## src/sv/hfa_pkg.sv

```systemverilog
// shared types and constants of the hole fit allocator
// no dependencies
`timescale 1ns / 1ps

package hfa_pkg;

    localparam int DEF_MAX_HOLES = 64;
    localparam int DEF_SIZE_BITS = 16;

    localparam int AMOUNT_W = 16;
    localparam int SLOT_W   = 6;
    localparam int INDEX_W  = 6;
    localparam int MODE_W   = 2;
    localparam int COUNT_W  = 7;
    localparam int PADDR_W  = 3;
    localparam int PDATA_W  = 32;

    localparam logic [MODE_W-1:0] FIT_BEST  = 2'd0;
    localparam logic [MODE_W-1:0] FIT_WORST = 2'd1;
    localparam logic [MODE_W-1:0] FIT_FIRST = 2'd2;

    localparam logic FUNC_LOAD = 1'b0;
    localparam logic FUNC_REQ  = 1'b1;

    localparam logic REG_FIT_MODE   = 1'b0;
    localparam logic REG_HOLE_COUNT = 1'b1;

    typedef enum logic [1:0] {
        ST_IDLE,
        ST_SCAN,
        ST_FINISH
    } t_state;

endpackage

```

## src/sv/hfa_ram.sv

```systemverilog
// generic single write port, single read port ram with registered read
// no dependencies
`timescale 1ns / 1ps

module hfa_ram #(
    parameter int WIDTH = 16,
    parameter int DEPTH = 64,
    localparam int AW = (DEPTH > 1) ? $clog2(DEPTH) : 1
) (
    input  logic             i_clk,
    input  logic             i_we,
    input  logic [AW-1:0]    i_waddr,
    input  logic [WIDTH-1:0] i_wdata,
    input  logic [AW-1:0]    i_raddr,
    output logic [WIDTH-1:0] o_rdata
);

    logic [WIDTH-1:0] r_mem [DEPTH];
    logic [WIDTH-1:0] r_rdata;

    always_ff @(posedge i_clk) begin
        if (i_we) begin
            r_mem[i_waddr] <= i_wdata;
        end
        r_rdata <= r_mem[i_raddr];
    end

    assign o_rdata = r_rdata;

endmodule

```

## src/sv/hole_fit_allocator.sv

```systemverilog
// hole fit allocator top level: config registers, scan sequencer, result register
// depends on hfa_pkg and hfa_ram
//
// channel   direction  handshake                   payload
// in        input      i_in_valid / o_in_stall     i_func, i_slot, i_amount
// out       output     o_out_valid / i_out_stall   o_granted, o_hole_index
// config    input      psel/penable/pwrite/pready  paddr, pwdata, prdata
//
// a load transfer writes the hole ram directly
// a request goes through the transfer, one ram read per hole slot up to
// min(hole_count, MAX_HOLES), the check of the last read data and the write back
// the write back waits while the result register still holds an untaken result
// reset is synchronous and clears the sequencer, config and result valid; ram is not cleared
`timescale 1ns / 1ps

module hole_fit_allocator
    import hfa_pkg::*;
#(
    parameter int MAX_HOLES = DEF_MAX_HOLES,
    parameter int SIZE_BITS = DEF_SIZE_BITS
) (
    input  logic                i_clk,
    input  logic                i_rst_n,
    input  logic                i_in_valid,
    output logic                o_in_stall,
    input  logic                i_func,
    input  logic [SLOT_W-1:0]   i_slot,
    input  logic [AMOUNT_W-1:0] i_amount,
    output logic                o_out_valid,
    input  logic                i_out_stall,
    output logic                o_granted,
    output logic [INDEX_W-1:0]  o_hole_index,
    input  logic                psel,
    input  logic                penable,
    input  logic                pwrite,
    input  logic [PADDR_W-1:0]  paddr,
    input  logic [PDATA_W-1:0]  pwdata,
    output logic [PDATA_W-1:0]  prdata,
    output logic                pready
);

    localparam int IDX_W = (MAX_HOLES > 1) ? $clog2(MAX_HOLES) : 1;
    localparam int CNT_W = $clog2(MAX_HOLES + 1);
    localparam int LIM_W = (CNT_W > COUNT_W) ? CNT_W : COUNT_W;
    localparam int SLW   = (CNT_W > SLOT_W) ? CNT_W : SLOT_W;

    t_state r_state, n_state;

    logic [MODE_W-1:0]    r_fit_mode;
    logic [COUNT_W-1:0]   r_hole_count;

    logic [CNT_W-1:0]     r_addr, n_addr;
    logic                 r_pend, n_pend;
    logic [IDX_W-1:0]     r_rd_idx, n_rd_idx;
    logic [SIZE_BITS-1:0] r_need, n_need;
    logic [SIZE_BITS-1:0] r_best, n_best;
    logic [IDX_W-1:0]     r_at, n_at;
    logic                 r_found, n_found;

    logic                 r_out_valid, n_out_valid;
    logic                 r_granted, n_granted;
    logic [INDEX_W-1:0]   r_hole_index, n_hole_index;

    logic                 ram_we;
    logic [IDX_W-1:0]     ram_waddr;
    logic [SIZE_BITS-1:0] ram_wdata;
    logic [SIZE_BITS-1:0] ram_rdata;

    logic                 in_xfer;
    logic                 out_free;
    logic                 cfg_wr;
    logic [LIM_W-1:0]     hc_ext;
    logic [LIM_W-1:0]     lim;
    logic                 issue;
    logic [SLW-1:0]       slot_ext;
    logic [SLW-1:0]       at_ext;
    logic                 take;
    logic [SIZE_BITS-1:0] need_in;

    hfa_ram #(
        .WIDTH (SIZE_BITS),
        .DEPTH (MAX_HOLES)
    ) u_ram (
        .i_clk   (i_clk),
        .i_we    (ram_we),
        .i_waddr (ram_waddr),
        .i_wdata (ram_wdata),
        .i_raddr (r_addr[IDX_W-1:0]),
        .o_rdata (ram_rdata)
    );

    // config port
    assign pready = 1'b1;
    assign cfg_wr = psel & penable & pwrite;

    always_ff @(posedge i_clk) begin
        if (!i_rst_n) begin
            r_fit_mode   <= FIT_BEST;
            r_hole_count <= '0;
        end else if (cfg_wr) begin
            unique case (paddr[2])
                REG_FIT_MODE:   r_fit_mode   <= pwdata[MODE_W-1:0];
                REG_HOLE_COUNT: r_hole_count <= pwdata[COUNT_W-1:0];
                default: ;
            endcase
        end
    end

    always_comb begin
        unique case (paddr[2])
            REG_FIT_MODE:   prdata = PDATA_W'(r_fit_mode);
            REG_HOLE_COUNT: prdata = PDATA_W'(r_hole_count);
            default:        prdata = '0;
        endcase
    end

    // handshakes
    assign o_in_stall  = (r_state != ST_IDLE);
    assign in_xfer     = i_in_valid & ~o_in_stall;
    assign out_free    = ~r_out_valid | ~i_out_stall;

    assign need_in  = SIZE_BITS'(i_amount);
    assign slot_ext = SLW'(i_slot);
    assign at_ext   = SLW'(r_at);

    // scan limit
    assign hc_ext = LIM_W'(r_hole_count);
    assign lim    = (hc_ext > LIM_W'(MAX_HOLES)) ? LIM_W'(MAX_HOLES) : hc_ext;
    assign issue  = LIM_W'(r_addr) < lim;

    // hole selection on returned read data
    always_comb begin
        take = 1'b0;
        if (r_pend && ram_rdata >= r_need) begin
            case (r_fit_mode)
                FIT_BEST:  take = ~r_found | (ram_rdata <= r_best);
                FIT_WORST: take = ram_rdata > r_best;
                FIT_FIRST: take = ~r_found;
                default:   take = 1'b0;
            endcase
        end
    end

    always_ff @(posedge i_clk) begin
        if (!i_rst_n) begin
            r_state     <= ST_IDLE;
            r_out_valid <= 1'b0;
            r_pend      <= 1'b0;
        end else begin
            r_state     <= n_state;
            r_out_valid <= n_out_valid;
            r_pend      <= n_pend;
        end
    end

    always_ff @(posedge i_clk) begin
        r_addr       <= n_addr;
        r_rd_idx     <= n_rd_idx;
        r_need       <= n_need;
        r_best       <= n_best;
        r_at         <= n_at;
        r_found      <= n_found;
        r_granted    <= n_granted;
        r_hole_index <= n_hole_index;
    end

    always_comb begin
        n_state      = r_state;
        n_addr       = r_addr;
        n_pend       = 1'b0;
        n_rd_idx     = r_rd_idx;
        n_need       = r_need;
        n_best       = r_best;
        n_at         = r_at;
        n_found      = r_found;
        n_out_valid  = r_out_valid & i_out_stall;
        n_granted    = r_granted;
        n_hole_index = r_hole_index;
        ram_we       = 1'b0;
        ram_waddr    = r_at;
        ram_wdata    = r_best - r_need;

        unique case (r_state)
            ST_IDLE: begin
                if (in_xfer) begin
                    if (i_func == FUNC_REQ) begin
                        n_state = ST_SCAN;
                        n_addr  = '0;
                        n_need  = need_in;
                        n_best  = '0;
                        n_at    = '0;
                        n_found = 1'b0;
                    end else if (slot_ext < SLW'(MAX_HOLES)) begin
                        ram_we    = 1'b1;
                        ram_waddr = slot_ext[IDX_W-1:0];
                        ram_wdata = need_in;
                    end
                end
            end
            ST_SCAN: begin
                if (take) begin
                    n_found = 1'b1;
                    n_best  = ram_rdata;
                    n_at    = r_rd_idx;
                end
                if (issue) begin
                    n_pend   = 1'b1;
                    n_rd_idx = r_addr[IDX_W-1:0];
                    n_addr   = r_addr + 1'b1;
                end else begin
                    n_state = ST_FINISH;
                end
            end
            ST_FINISH: begin
                if (out_free) begin
                    ram_we       = r_found;
                    n_out_valid  = 1'b1;
                    n_granted    = r_found;
                    n_hole_index = r_found ? at_ext[INDEX_W-1:0] : '0;
                    n_state      = ST_IDLE;
                end
            end
            default: n_state = ST_IDLE;
        endcase
    end

    assign o_out_valid  = r_out_valid;
    assign o_granted    = r_granted;
    assign o_hole_index = r_hole_index;

endmodule

```

## config.mk

```make
export PLATFORM = sky130hd
export DESIGN_NAME = hole_fit_allocator
export DESIGN_NICKNAME = d
export VERILOG_FILES = /design/src/sv/hfa_pkg.sv /design/src/sv/hfa_ram.sv /design/src/sv/hole_fit_allocator.sv
export SDC_FILE = /design/constraint.sdc
export NUM_CORES = 1
export LEC_CHECK = 0
export ABC_CLOCK_PERIOD_IN_PS = 12700
export BUFFER_PORTS_ARGS = -buffer_cell sky130_fd_sc_hd__buf_2
export CAP_MARGIN = 20
export CORE_MARGIN = 2
export CORE_UTILIZATION = 55
export CTS_CLUSTER_DIAMETER = 30
export DETAILED_ROUTE_END_ITERATION = 16
export PLACE_DENSITY = 0.73
export REMOVE_ABC_BUFFERS = 1
export SLEW_MARGIN = 20
export SYNTH_ARGS = -nofsm -noshare
export SYNTH_HDL_FRONTEND = slang
export SYNTH_SLANG_ARGS = --single-unit
```

## constraint.sdc

```tcl
create_clock -name i_clk -period 12.7 [get_ports i_clk]
set_input_delay 3.81 -clock i_clk [delete_from_list [all_inputs] [get_ports i_clk]]
set_output_delay 3.81 -clock i_clk [all_outputs]
set_load 0.02 [all_outputs]
```

==> flow_summary_export.csv <==
group,metric,value,unit
outcome,status,"finished clean",
logic_synthesis,synth_edf_count,1083,
worst_setup_path,cp_max_fo,10,
worst_setup_path,cp_top_family,"multiplexers",
worst_setup_path,crit_path_end_kind,"output pin",
placed_design,placed_cell_area,0.0463,sq mm
timing,rsz0062_at_grt,"false",
placed_design,place_congestion,0.868,
route,ant_nets,0,
timing,setup_viol_count_final,0,
clock_network,cts.sinks,1112,
worst_setup_path,critPathBufInv,2,
global_routing,grt_pass1_vias,23100,
die,io_pins,107,
layout,final_nets,2491,
timing,finalMaxSlewViolations,0,
die,initial_utilization,55.3,%
layout,layout_common_cells,"edfxtp_1, mux4_2, clkbuf_16",
route,dr.pass1.iters,5,
timing,hold_violations,0,
clock_network,postCtsSetupBuffers,0,
route,drt_iter0_markers,2801,
die,row_count,104,
worst_setup_path,cpMostUsedCell,"buf_2",
job,maxCapViolations,0,
clock_network,clk_latency,740,ps
route,remaining_drc_errors,0,
timing,period_share,65.3,%
placed_design,portBuffers,53,
timing,final.setup.tns,0,ps
logic_synthesis,netlist.area_leader.share,73.4,%
worst_setup_path,crit_required,8890,ps
pwr,power_leakage,17.2,nW
placed_design,hpwlAfterDp,56.0,mm
worst_setup_path,crit_chain,"buf_2, mux2_2, buf_2",
timing,relSlewSlack,30.6,%
worst_setup_path,slowest_stage,"mux2_2",
global_routing,grt_use_total,25.2,%
logic_synthesis,synthTopCellsByArea,"edfxtp_1, mux4_2, ha_1",
layout,syn_to_final_growth,17.6,%
clock_network,cts_inserted_buffers,173,
die,die_x,288,um
timing,skew,23.0,ps
logic_synthesis,yosysTopAreaCell,"edfxtp_1",
logic_synthesis,synth_cells,2144,
timing,clock.fmax,121,MHz
route,wirelength,102,mm
pwr,ir_worst_vdd,0.149,mV
clock_network,clock_path_buffers,3,
logic_synthesis,avgSynthCellArea,20.7,sq um
timing,layout_min_cycle_time,8300,ps
route,wl_per_cell,28.6,um
clock_network,cts_resized,0,
logic_synthesis,ys_seq_elements,1112,
route,vias_per_cell,6.26,
clock_network,root_buffer,"clkbuf_16",
pwr,power,9.61,mW
logic_synthesis,async_flop_share,0,%
timing,worst_slew_pin_slew,1040,ps
worst_setup_path,slowest_delay,350,ps
clock_network,cts_tree,"done",
pwr,power.density,184,mW/mm^2
layout,final_common_cell,"edfxtp_1",
logic_synthesis,ys_types,53,
global_routing,overflow,0,
logic_synthesis,ys_seq_area_share,74.7,%
route,route.vias.total,22400,
die,core_area,0.0802,sq mm
global_routing,grt_pass1_wl,151,mm
logic_synthesis,ys_warn_count,0,
clock_network,h-tree-depth,4,
timing,worst_hold_slack,483,ps
timing,fin_ws,4400,ps
die,dieArea,0.0829,sq mm
layout,stdcell_area,0.0521,sq mm
worst_setup_path,worstSetupPathType,"in2out",
worst_setup_path,cp_data_arrival_time,4490,ps
global_routing,antenna_found_initial,4,
placed_design,pre_cts_slack,4400,ps
logic_synthesis,synthFlopType,"edfxtp_1",
layout,drive_above_1_share,30.5,%
worst_setup_path,rrSetupSlack,8410,ps
clock_network,clk_pin_slew,50,ps
worst_hold_path,hold_class,"reg2reg",
global_routing,grt_start_max_net_pins,109,
layout,nFillCells,5059,
logic_synthesis,syn-cell-area,0.0443,sq mm
worst_setup_path,cp-start-kind,"primary input",
clock_network,holdBufCountCts,0,
die,die-height,288,um
-- worst min-delay path, cell delays in order (launching register included) --
cell and delay [ps]:
dfxtp_1 320, nand2_1 60, a21oi_1 50
-- registers in the layout, indices dropped and copies added, names as in the netlist, 2 cells and up --
| signal | cells |
|---|---|
| o_hole_index | 6 |
| r_need | 16 |
| r_state | 2 |
| hc_ext | 7 |
| r_addr | 7 |
| u_ram.r_mem | 1024 |
| r_fit_mode | 2 |
| u_ram.o_rdata | 16 |
| r_rd_idx | 6 |
| r_at | 6 |
| r_best | 16 |
-- area by class of cell --
class | count | area [sq um] | share of cell area [%]
Antenna cell | 1 | 2.50 | 0.00480
Clock buffer | 191 | 4520 | 8.68
Clock inverter | 130 | 1340 | 2.56
Inverter | 40 | 150 | 0.288
Multi-Input combinational cell | 895 | 10700 | 20.4
Sequential cell | 1112 | 33100 | 63.5
Tap cell | 1060 | 1330 | 2.54
Timing Repair Buffer | 149 | 1020 | 1.96
-- through the flow --
| step | cells | utilization, % |
|---|---|---|
| 3_3_place_gp | 3256 | 57.7 |
| 3_5_place_dp | 3256 | 57.7 |
| 2_1_floorplan | 2047 | - |
| 6_report | 3578 | 65.0 |
| 4_1_cts | 3577 | 65.0 |
| 5_1_grt | 3578 | 65.0 |
-- cells by family after synthesis --
group	after synthesis	share of synthesized area (%)
adders and majority gates	55	1.57
muxes	337	16.1
other	2	0.0169
buffers and inverters	161	1.90
and+or+nand+nor	299	3.17
AOI/OAI and AO/OA	164	2.28
DFF	1112	74.7
xor gates and xnor gates	14	0.277
-- worst paths after layout --
path	depth (start not counted)	to	from
min reg2reg	2	hc_ext[6]$_SDFFE_PN0P_	hc_ext[6]$_SDFFE_PN0P_
max	3	prdata[1]	paddr[2]
min	2	hc_ext[6]$_SDFFE_PN0P_	hc_ext[6]$_SDFFE_PN0P_
max reg2reg	6	u_ram.o_rdata[12]$_DFF_P_	r_addr[1]$_SDFFCE_PN0P_
-- per-layer routing --
metal	track usage [%]	up-vias	part of all wire [%]
met5	0	-	0.031
met4	9.51	4	3.3
met3	5.71	209	8.8
met2	40.6	1178	50
met1	34.1	11700	38
li1	-	9291	-
-- cells in the mapped netlist, drive strengths merged (2+ instances only) --
cell,instances
xnor2,9
a21boi,3
nand3,12
conb,2
nor3,3
nand2b,13
mux4,300
nor2b,16
nand4,5
o21ai,23
edfxtp,1083
o211ai,12
nor2,115
dfxtp,29
a211oi,21
buf,85
nand2,75
xor2,5
and4,2
and2,33
o21a,7
nor4,3
mux2i,26
clkbuf,36
mux2,11
or2,2
inv,40
a21o,5
o22ai,14
a211o,5
o31ai,4
a21oi,64
ha,54
nand3b,10
or3,4
-- where the power goes --
group	total (mW)	leakage (nW)	switching (mW)	internal, mW
logic	0.701	4.37	0.474	0.227
clock network	4.68	2.81	1.71	2.96
registers	4.23	9.99	0.0209	4.21
total	9.61	17.2	2.21	7.40
Power figures use the tool's default switching activity.
